**src/rtl/lut3d_pkg.sv**
```systemverilog
package lut3d_pkg;

   // table geometry
   localparam int MAX_GRID   = 17;
   localparam int COLOR_BITS = 12;
   localparam int IDX_W      = 5;
   localparam int LUT_DEPTH  = MAX_GRID * MAX_GRID * MAX_GRID;
   localparam int ADDR_W     = $clog2(LUT_DEPTH);
   localparam int ENTRY_W    = 3 * COLOR_BITS;
   localparam int ADDR_SUM_W = 3 * IDX_W;
   localparam int DD_W       = 2 * IDX_W;

   // coordinate and weight formats
   localparam int COORD_W = 17;
   localparam int FRAC_W  = 16;
   localparam int W_W     = FRAC_W + 1;
   localparam int POS_W   = COORD_W + IDX_W;
   localparam logic [W_W-1:0] ONE_Q16 = W_W'(1) << FRAC_W;

   // blend pipeline widths
   localparam int P1_W       = COLOR_BITS + W_W;
   localparam int P2_W       = P1_W + W_W;
   localparam int SPLIT_W    = (P2_W + 1) / 2;
   localparam int HI_W       = P2_W - SPLIT_W;
   localparam int P3LO_W     = SPLIT_W + W_W;
   localparam int P3HI_W     = HI_W + W_W;
   localparam int FRAC_SHIFT = 3 * FRAC_W;
   localparam int ACC_LO_W   = FRAC_SHIFT + 1;
   localparam int ACC_HI_W   = P3HI_W + 3;
   localparam int FIN_W      = SPLIT_W + ACC_HI_W + 1;

   // opcodes
   localparam int OP_W = 2;
   localparam logic [OP_W-1:0] OP_WRITE  = 2'd0;
   localparam logic [OP_W-1:0] OP_READ   = 2'd1;
   localparam logic [OP_W-1:0] OP_INTERP = 2'd2;
   localparam logic [OP_W-1:0] OP_NONE   = 2'd3;

   // configuration
   localparam int CSR_ADDR_W = 3;
   localparam int CSR_DATA_W = 32;
   localparam logic REG_DIVISION = 1'b0;
   localparam logic [IDX_W-1:0] DIVISION_RESET = IDX_W'(MAX_GRID);

   typedef struct packed {
      logic       load_req;
      logic       split;
      logic       issue;
      logic       write;
      logic       interp;
      logic [2:0] corner;
      logic       load_out;
   } cmd_type;

   typedef struct packed {
      logic pipe_empty;
      logic out_free;
   } sts_type;

endpackage

```
**src/rtl/lut3d_ctrl.sv**
```systemverilog
module lut3d_ctrl (
   input  logic                          clock,
   input  logic                          reset,
   input  logic                          req_valid,
   output logic                          req_ready,
   input  logic [lut3d_pkg::OP_W-1:0]    req_op,
   input  lut3d_pkg::sts_type            sts,
   output lut3d_pkg::cmd_type            cmd
);

   localparam logic [2:0] ST_IDLE   = 3'd0;
   localparam logic [2:0] ST_SPLIT  = 3'd1;
   localparam logic [2:0] ST_ISSUE  = 3'd2;
   localparam logic [2:0] ST_DRAIN  = 3'd3;
   localparam logic [2:0] ST_FINISH = 3'd4;
   localparam logic [2:0] CORNER_LAST = 3'd7;

   logic [2:0]                   state_ff, state_in;
   logic [2:0]                   corner_ff, corner_in;
   logic [lut3d_pkg::OP_W-1:0]   op_ff, op_in;

   // sequencer
   always_comb begin
      state_in  = state_ff;
      corner_in = corner_ff;
      op_in     = op_ff;
      req_ready = 1'b0;
      cmd          = '0;
      cmd.interp   = (op_ff == lut3d_pkg::OP_INTERP);
      cmd.corner   = corner_ff;
      case (state_ff)
         ST_IDLE: begin
            req_ready = 1'b1;
            if (req_valid) begin
               cmd.load_req = 1'b1;
               op_in        = req_op;
               if (req_op != lut3d_pkg::OP_NONE) begin
                  state_in = ST_SPLIT;
               end
            end
         end
         ST_SPLIT: begin
            cmd.split = 1'b1;
            corner_in = '0;
            state_in  = ST_ISSUE;
         end
         ST_ISSUE: begin
            cmd.issue = 1'b1;
            cmd.write = (op_ff == lut3d_pkg::OP_WRITE);
            if (op_ff == lut3d_pkg::OP_WRITE) begin
               state_in = ST_IDLE;
            end else if (op_ff == lut3d_pkg::OP_READ) begin
               state_in = ST_FINISH;
            end else if (corner_ff == CORNER_LAST) begin
               state_in = ST_DRAIN;
            end else begin
               corner_in = corner_ff + 3'd1;
            end
         end
         ST_DRAIN: begin
            if (sts.pipe_empty) begin
               state_in = ST_FINISH;
            end
         end
         ST_FINISH: begin
            if (sts.out_free) begin
               cmd.load_out = 1'b1;
               state_in     = ST_IDLE;
            end
         end
         default: begin
            state_in = ST_IDLE;
         end
      endcase
   end

   always_ff @(posedge clock) begin
      if (reset) begin
         state_ff <= ST_IDLE;
      end else begin
         state_ff <= state_in;
      end
   end

   always_ff @(posedge clock) begin
      corner_ff <= corner_in;
      op_ff     <= op_in;
   end

   // checks
   a_accept_split: assert property (@(posedge clock) disable iff (reset)
      (req_valid && req_ready && req_op != lut3d_pkg::OP_NONE) |=> (state_ff == ST_SPLIT))
      else $error("accepted transaction did not start");

   a_load_free: assert property (@(posedge clock) disable iff (reset)
      cmd.load_out |-> sts.out_free)
      else $error("result loaded over a pending result");

   a_no_write_result: assert property (@(posedge clock) disable iff (reset)
      (state_ff == ST_FINISH) |-> (op_ff != lut3d_pkg::OP_WRITE))
      else $error("write produced a result");

   a_drain_after_issue: assert property (@(posedge clock) disable iff (reset)
      (state_ff == ST_DRAIN) |-> (op_ff == lut3d_pkg::OP_INTERP))
      else $error("drain entered without interpolation");

endmodule

```
**config.mk**
```make
export PLATFORM = sky130hd
export DESIGN_NAME = lut3d_ctrl
export DESIGN_NICKNAME = d
export VERILOG_FILES = /design/src/rtl/lut3d_pkg.sv /design/src/rtl/lut3d_ctrl.sv
export SDC_FILE = /design/constraint.sdc
export NUM_CORES = 1
export LEC_CHECK = 0
export BUFFER_PORTS_ARGS = -buffer_cell sky130_fd_sc_hd__buf_2
export CORE_AREA = 8 8 45 47
export DETAILED_ROUTE_END_ITERATION = 7
export DIE_AREA = 0 0 53 55
export PLACE_DENSITY = 0.65
export SETUP_SLACK_MARGIN = 0.15
export SLEW_MARGIN = 20
export SYNTH_ARGS = -nofsm -noshare
export SYNTH_HDL_FRONTEND = slang
export SYNTH_SLANG_ARGS = --single-unit
```
**constraint.sdc**
```tcl
create_clock -name clock -period 1.8 [get_ports clock]
set_input_delay 0.09 -clock clock [delete_from_list [all_inputs] [get_ports clock]]
set_output_delay 0.09 -clock clock [all_outputs]
set_load 0.02 [all_outputs]
```
==> results by group, run 1 <==
Pwr
  • Cell Pwr Density: 1730 mW/mm²
  • Lkg Pwr: 0.292 nW
  • Maximum VDD drop: 0.785 mV

STA
  • Fin crit share: 90.2%
  • Final Skew: ~3.8 ps
  • Tmin final: 1620 ps
  • Tightest Pin Transition: 352 ps
  • Max-Slew Margin vs Limit: 76.5%
  • Final Hold Vio Count: 0
  • Final Max Tran Viols: 0
  • Max Fclk: 616 MHz
  • Final setup fails: 0
  • Setup TNS: 0 ps
  • RSZ-0062 raised after global routing: yes

Routing
  • Routed WL: 1070 µm
  • Wire length on met3: 58 µm
  • Top sig layer: met3
  • Iter 0 DRT Violations: 5
  • WL/cell: 12.5 µm
  • Antenna Nets Post-Route: 0
  • Met1 WL: around 480 µm
  • Met2 wire length: around 530 µm
  • Vias per cell: 4.93
  • First-pass DRT Iterations: 3
  • DR vias: 424
  • DRC: 0

Clocking
  • H-tree levels: 1
  • Clock sink total: 8
  • Max clock buf depth: 2
  • TritonCTS Buffers: 3
  • Later-pin clock latency in the skew report: approximately 260 ps
  • Root buf cell: clkbuf_4
  • Worst-path clk slew: 60 ps
  • Hold buffers post-CTS: 0
  • CTS tree: built

Floorplan
  • FP Rows: 14
  • Die H: between 50 and 60 µm
  • Starting Density: between 30% and 40%
  • Top Ports: 17
  • Core ar.: around 0.0014 mm²
  • Die width: 53 µm
  • DIE AREA: ~0.0029 mm²

Global routing
  • Global-route wire length before repair: 1740 µm
  • GRT Util Overall: roughly 8.3%
  • Aggregate global routing overflow: 0
  • Pin count of the biggest net entering global routing: 11
  • Initial antenna violation count: 0
  • Vias in the first global route: between 400 and 500

Final layout
  • Share of cells above drive strength 1: 44.3%
  • Nets: 80
  • Area growth, synth to finish: 36.1%
  • Design Area, Final: 656 µm²
  • Number of diodes: 0
  • Commonest cells after routing, fill and taps aside: buf_2, nor2_1, edfxtp_1, nand2_1, buf_4
  • Fillers: 137
  • Commonest non-fill, non-tap cell in the layout: buf_2

Synthesis
  • Mean Syn Cell Area: around 10 µm²
  • Share of the synthesized area in the top cell type: about 31%
  • Post-synth EDFFs: 5
  • Cell area after synthesis: 482 µm²
  • Yosys warns: 0
  • Cell count after synthesis: 47
  • Distinct cells, synth: 24
  • Syn Nets: 56
  • Seq/Total Area, Yosys: 43.6%
  • Ys flop type: edfxtp_1
  • FF+latch count, synth: 8
  • Post-synth top area cell: edfxtp_1
  • Synth area leaders: edfxtp_1, dfxtp_1, mux2i_1
  • Asr flop ratio synth: 0%

Place
  • Detailed Place HPWL: about 850 µm
  • I/O Buffers: 16
  • RePlAce Congestion: about 0.73
  • DP Area: 601 µm²

Setup path
  • Worst r2r path cells: 6
  • Maximum fanout along the worst path: 2
  • Critical Path RT: ~1900 ps
  • Critical path class: register to register
  • Critical Path Source Type: register
  • Arr. time, crit path: around 1800 ps
  • CP endpoint kind: register

Worst hold path
  • Hold Path Depth: 1
  • HP Class: input port to register

Run status
  • Status: finished clean

Run
  • Number of max-cap violations: 0
==> through the flow <==
stage	instances	hold slack, ps	utilization [%]	power (mW)	worst slack, ps
6_report	86	20.4	47.4	1.14	176
5_1_grt	86	3.87	47.4	1.25	106
4_1_cts	85	7.80	45.8	1.12	157
3_5_place_dp	80	283	43.4	0.941	145
3_3_place_gp	80	282	43.4	0.931	190
2_1_floorplan	47	168	-	0.787	92.9
==> critical path: stages, from the launching register on <==
cell and delay (ps):
edfxtp_1 400, ha_2 220, ha_4 160, or3b_4 370
a21oi_4 140, a311oi_2 70, mux2i_1 140
==> repair_timing <==
| action | in CTS | in global routing |
|---|---|---|
| endpoints found under the hold margin | 0 | 0 |
| gates resized for setup | 0 | 2 |
| pin swaps | 0 | 1 |
| setup endpoints to repair | 2 | 4 |
| buffers inserted | 1 | 1 |
==> routing by layer <==
layer	GRT usage [%]	vias to the layer above
li1	-	213
met5	0	-
met4	5.17	0
met2	12.1	11
met3	3.48	0
met1	9.85	200
==> power by group <==
| group | total (mW) | leakage [nW] | internal (mW) | switching [mW] |
|---|---|---|---|---|
| Combinational | 0.635 | 0.204 | 0.286 | 0.349 |
| Sequential | 0.348 | 0.0729 | 0.283 | 0.0644 |
| Clock | 0.152 | 0.0150 | 0.0852 | 0.0672 |
| Total | 1.14 | 0.292 | 0.654 | 0.481 |
==> synthesized netlist by cell type, types with 2 or more instances <==
cell type  count
ha_1           2
and2_1         3
edfxtp_1       5
dfxtp_1        3
nor3_1         2
nand2_1        4
inv_1          2
mux2i_1        3
nand2b_1       2
nor2_1         6
or2b_1         2
==> final timing paths <==
path	start	endpoint	slack [ps]
min reg2reg	state_ff[1]$_SDFFE_PP0P_	state_ff[1]$_SDFFE_PP0P_	630
max	corner_ff[0]$_SDFFCE_PN0P_	state_ff[0]$_SDFFE_PP0P_	180
max reg2reg	corner_ff[0]$_SDFFCE_PN0P_	state_ff[0]$_SDFFE_PP0P_	180
min	req_op[1]	op_ff[1]$_DFFE_PP_	20
==> cell type report <==
| type | instances | area (µm²) | share of cell area (%) |
|---|---|---|---|
| Timing Repair Buffer | 20 | 110 | 16.8 |
| Multi-Input combinational cell | 35 | 278 | 42.4 |
| Tap cell | 16 | 20.0 | 3.05 |
| Inverter | 3 | 11.3 | 1.72 |
| Clock buffer | 4 | 26.3 | 4.01 |
| Sequential cell | 8 | 210 | 32.1 |
==> logic make-up after synthesis <==
kind of cell,count (synthesis),share of synthesized area (%)
adders and majority gates,2,5.19
DFF,8,43.6
AOI/OAI and AO/OA,7,14.3
buffers and inverters,4,4.67
and+or+nand+nor,23,26.0
muxes,3,6.23
==> registers in the layout, indices dropped and copies added, names as in the netlist <==
signal     cells
corner_ff      3
op_ff          2
state_ff       3
No activity file was read; power rests on OpenSTA's default activity.
==> run 2: changes to the inputs <==
--- a/config.mk
+++ b/config.mk
@@ -5,11 +5,12 @@
 export SDC_FILE = /design/constraint.sdc
 export NUM_CORES = 1
 export LEC_CHECK = 0
+export ABC_AREA = 1
 export BUFFER_PORTS_ARGS = -buffer_cell sky130_fd_sc_hd__buf_2
 export CORE_AREA = 8 8 45 47
 export DETAILED_ROUTE_END_ITERATION = 7
 export DIE_AREA = 0 0 53 55
-export PLACE_DENSITY = 0.65
+export PLACE_DENSITY = 0.68
 export SETUP_SLACK_MARGIN = 0.15
 export SLEW_MARGIN = 20
 export SYNTH_ARGS = -nofsm -noshare
==> results by group, run 2 <==
Run status
  • Status: finished clean

Setup path
  • Arr. time, crit path: 1420 ps
  • Critical Path Source Type: register
  • Max incr delay on CP: 390 ps
  • Maximum fanout along the worst path: 5
  • Critical path class: register to primary output
  • Critical-path top delay cell: dfxtp_1
  • CP endpoint kind: primary output
  • CP cell instances: nor2_2 -> nand2_1 -> nor2_1 -> buf_2
  • Critical Path RT: 1710 ps

Synthesis
  • Post-Synth XOR/XNOR Area: 0%
  • Adder-cell share of the synthesized area: 4.87%
  • Syn Nets: 71
  • Cell area after synthesis: 514 µm²
  • Post-synthesis mux area share: 0%
  • Cell count after synthesis: between 60 and 70
  • Post-synth EDFFs: 5
  • Distinct cells, synth: 19
  • Top cells by count, synth: inv_1, nand2_1, nor2_1, edfxtp_1, inv_2
  • Mean Syn Cell Area: 8.29 µm²
  • Post-synthesis compound-gate area fraction: ~4.4%
  • Yosys warns: 0
  • Share of the synthesized area in the top cell type: 29.2%
  • Asr flop ratio synth: 0%
  • Post-Synth Simple-Gate Area: 38.9%
  • Post-synth top area cell: edfxtp_1
  • Synth area leaders: edfxtp_1, dfxtp_1, inv_1
  • Ys flop type: edfxtp_1
  • Seq/Total Area, Yosys: 40.9%
  • Largest family of logic cells by synthesized area: simple AND/OR/NAND/NOR gates
  • FF+latch count, synth: 8

Routing
  • DR vias: 445
  • WL/cell: between 10 and 15 µm
  • DRC: 0
  • Vias per cell: 4.54
  • Routed WL: roughly 1200 µm
  • Iter 0 DRT Violations: 9
  • First-pass DRT Iterations: 4
  • Antenna Nets Post-Route: 0

Global routing
  • Initial antenna violation count: 0
  • Global-route wire length before repair: 1950 µm
  • Vias in the first global route: 473
  • Aggregate global routing overflow: 0
  • Pin count of the biggest net entering global routing: 6
  • GRT Util Overall: 9.18%

Final layout
  • Fillers: 152
  • Commonest non-fill, non-tap cell in the layout: buf_2
  • Nets: 92
  • Number of diodes: 0
  • Share of cells above drive strength 1: 42.7%
  • Commonest cells after routing, fill and taps aside: buf_2, nand2_1, inv_1, nor2_1, edfxtp_1
  • Leading registers by flop count: corner_ff (3), state_ff (3), op_ff (2)
  • Area growth, synth to finish: 25.8%
  • Fin util: 46.7%
  • Design Area, Final: ~650 µm²

STA
  • Fin crit share: a little over four fifths
  • Setup TNS: 0 ps
  • Max Fclk: roughly 660 MHz
  • Final Max Tran Viols: 0
  • Max-Slew Margin vs Limit: 77.9%
  • Final setup fails: 0
  • Final Skew: around 2.5 ps
  • Tmin final: 1510 ps
  • Tightest Pin Transition: between 300 and 400 ps
  • Final Hold Vio Count: 0
  • RSZ-0062 raised after global routing: no

Floorplan
  • Top Ports: 17
  • DIE AREA: 0.00292 mm²
  • Core ar.: between 0.001 and 0.0015 mm²
  • Die width: between 50 and 60 µm
  • FP Rows: 14
  • Starting Density: 37.2%
  • Die H: 55 µm

Clocking
  • Later-pin clock latency in the skew report: approximately 270 ps
  • Max clock buf depth: 2
  • Worst-path clk slew: 60 ps
  • Hold buffers post-CTS: 0
  • Clock sink total: 8
  • CTS tree: built
  • Postcts setup bufs: 0
  • TritonCTS Buffers: 3
  • H-tree levels: 1
  • Post-CTS sizing: 0
  • Root buf cell: clkbuf_4

Worst hold path
  • HP Class: input port to register

Place
  • Detailed Place HPWL: 951 µm
  • DP Area: 614 µm²
  • I/O Buffers: 16
  • RePlAce Congestion: 0.859

Run
  • Number of max-cap violations: 0

Pwr
  • Lkg Pwr: approximately 0.33 nW
  • Cell Pwr Density: 1840 mW/mm²
  • Maximum VDD drop: 0.817 mV
==> run 2: metal layers <==
layer	wire (µm)	vias to the layer above	share of wire, %	track usage (%)
li1	-	238	-	-
met1	458	193	39	9.10
met2	617	10	52	15.4
met3	85	4	7.2	2.94
met4	26	0	2.2	7.76
met5	0	-	0	0
==> run 2: path summary, 6_finish.rpt <==
path,start,to,slack (ps),cells past startpoint
max reg2reg,corner_ff[0]$_SDFFCE_PN0P_,corner_ff[0]$_SDFFCE_PN0P_,320,5
min,req_op[0],op_ff[0]$_DFFE_PP_,10,1
min reg2reg,corner_ff[0]$_SDFFCE_PN0P_,corner_ff[0]$_SDFFCE_PN0P_,600,1
max,state_ff[0]$_SDFFE_PP0P_,cmd[8],290,4
==> run 2: layout make-up <==
class	instances	area, µm²	share of cell area (%)
inverters	15	56.3	8.70
flip-flops and latches	8	210	32.5
repair buffers	16	80.1	12.4
clock buffers	4	26.3	4.06
well taps	16	20.0	3.09
multi-input cells	39	254	39.3
==> run 2: stage by stage <==
step	instances	hold WS [ps]	power [mW]	setup slack [ps]
after floorplan	62	189	0.853	216
after detailed placement	94	287	1.03	209
after global routing	98	13.9	1.30	173
after CTS	98	2.94	1.20	200
after global placement	94	286	1.01	307
final	98	13.9	1.19	292
==> run 2: kinds of logic (layout without fill, tap and decap cells) <==
logic type / after synthesis / in the layout
buffers and inverters: 15 / 35
and+or+nand+nor: 33 / 33
AOI/OAI and AO/OA: 4 / 4
DFF: 8 / 8
adders and majority gates: 2 / 2
==> run 2: critical path, delay by kind of cell, from the launching register on <==
kind / cells / cell delay [ps]
DFF: 1 / 390
buffers and inverters: 1 / 210
and+or+nand+nor: 3 / 540
==> run 2: where the power goes <==
group          switching [mW]  total (mW)  internal (mW)  leakage [nW]
Clock                  0.0728       0.158         0.0856        0.0150
Combinational           0.429       0.650          0.221         0.241
Sequential             0.0922       0.384          0.292        0.0728
Total                   0.594        1.19          0.599         0.329
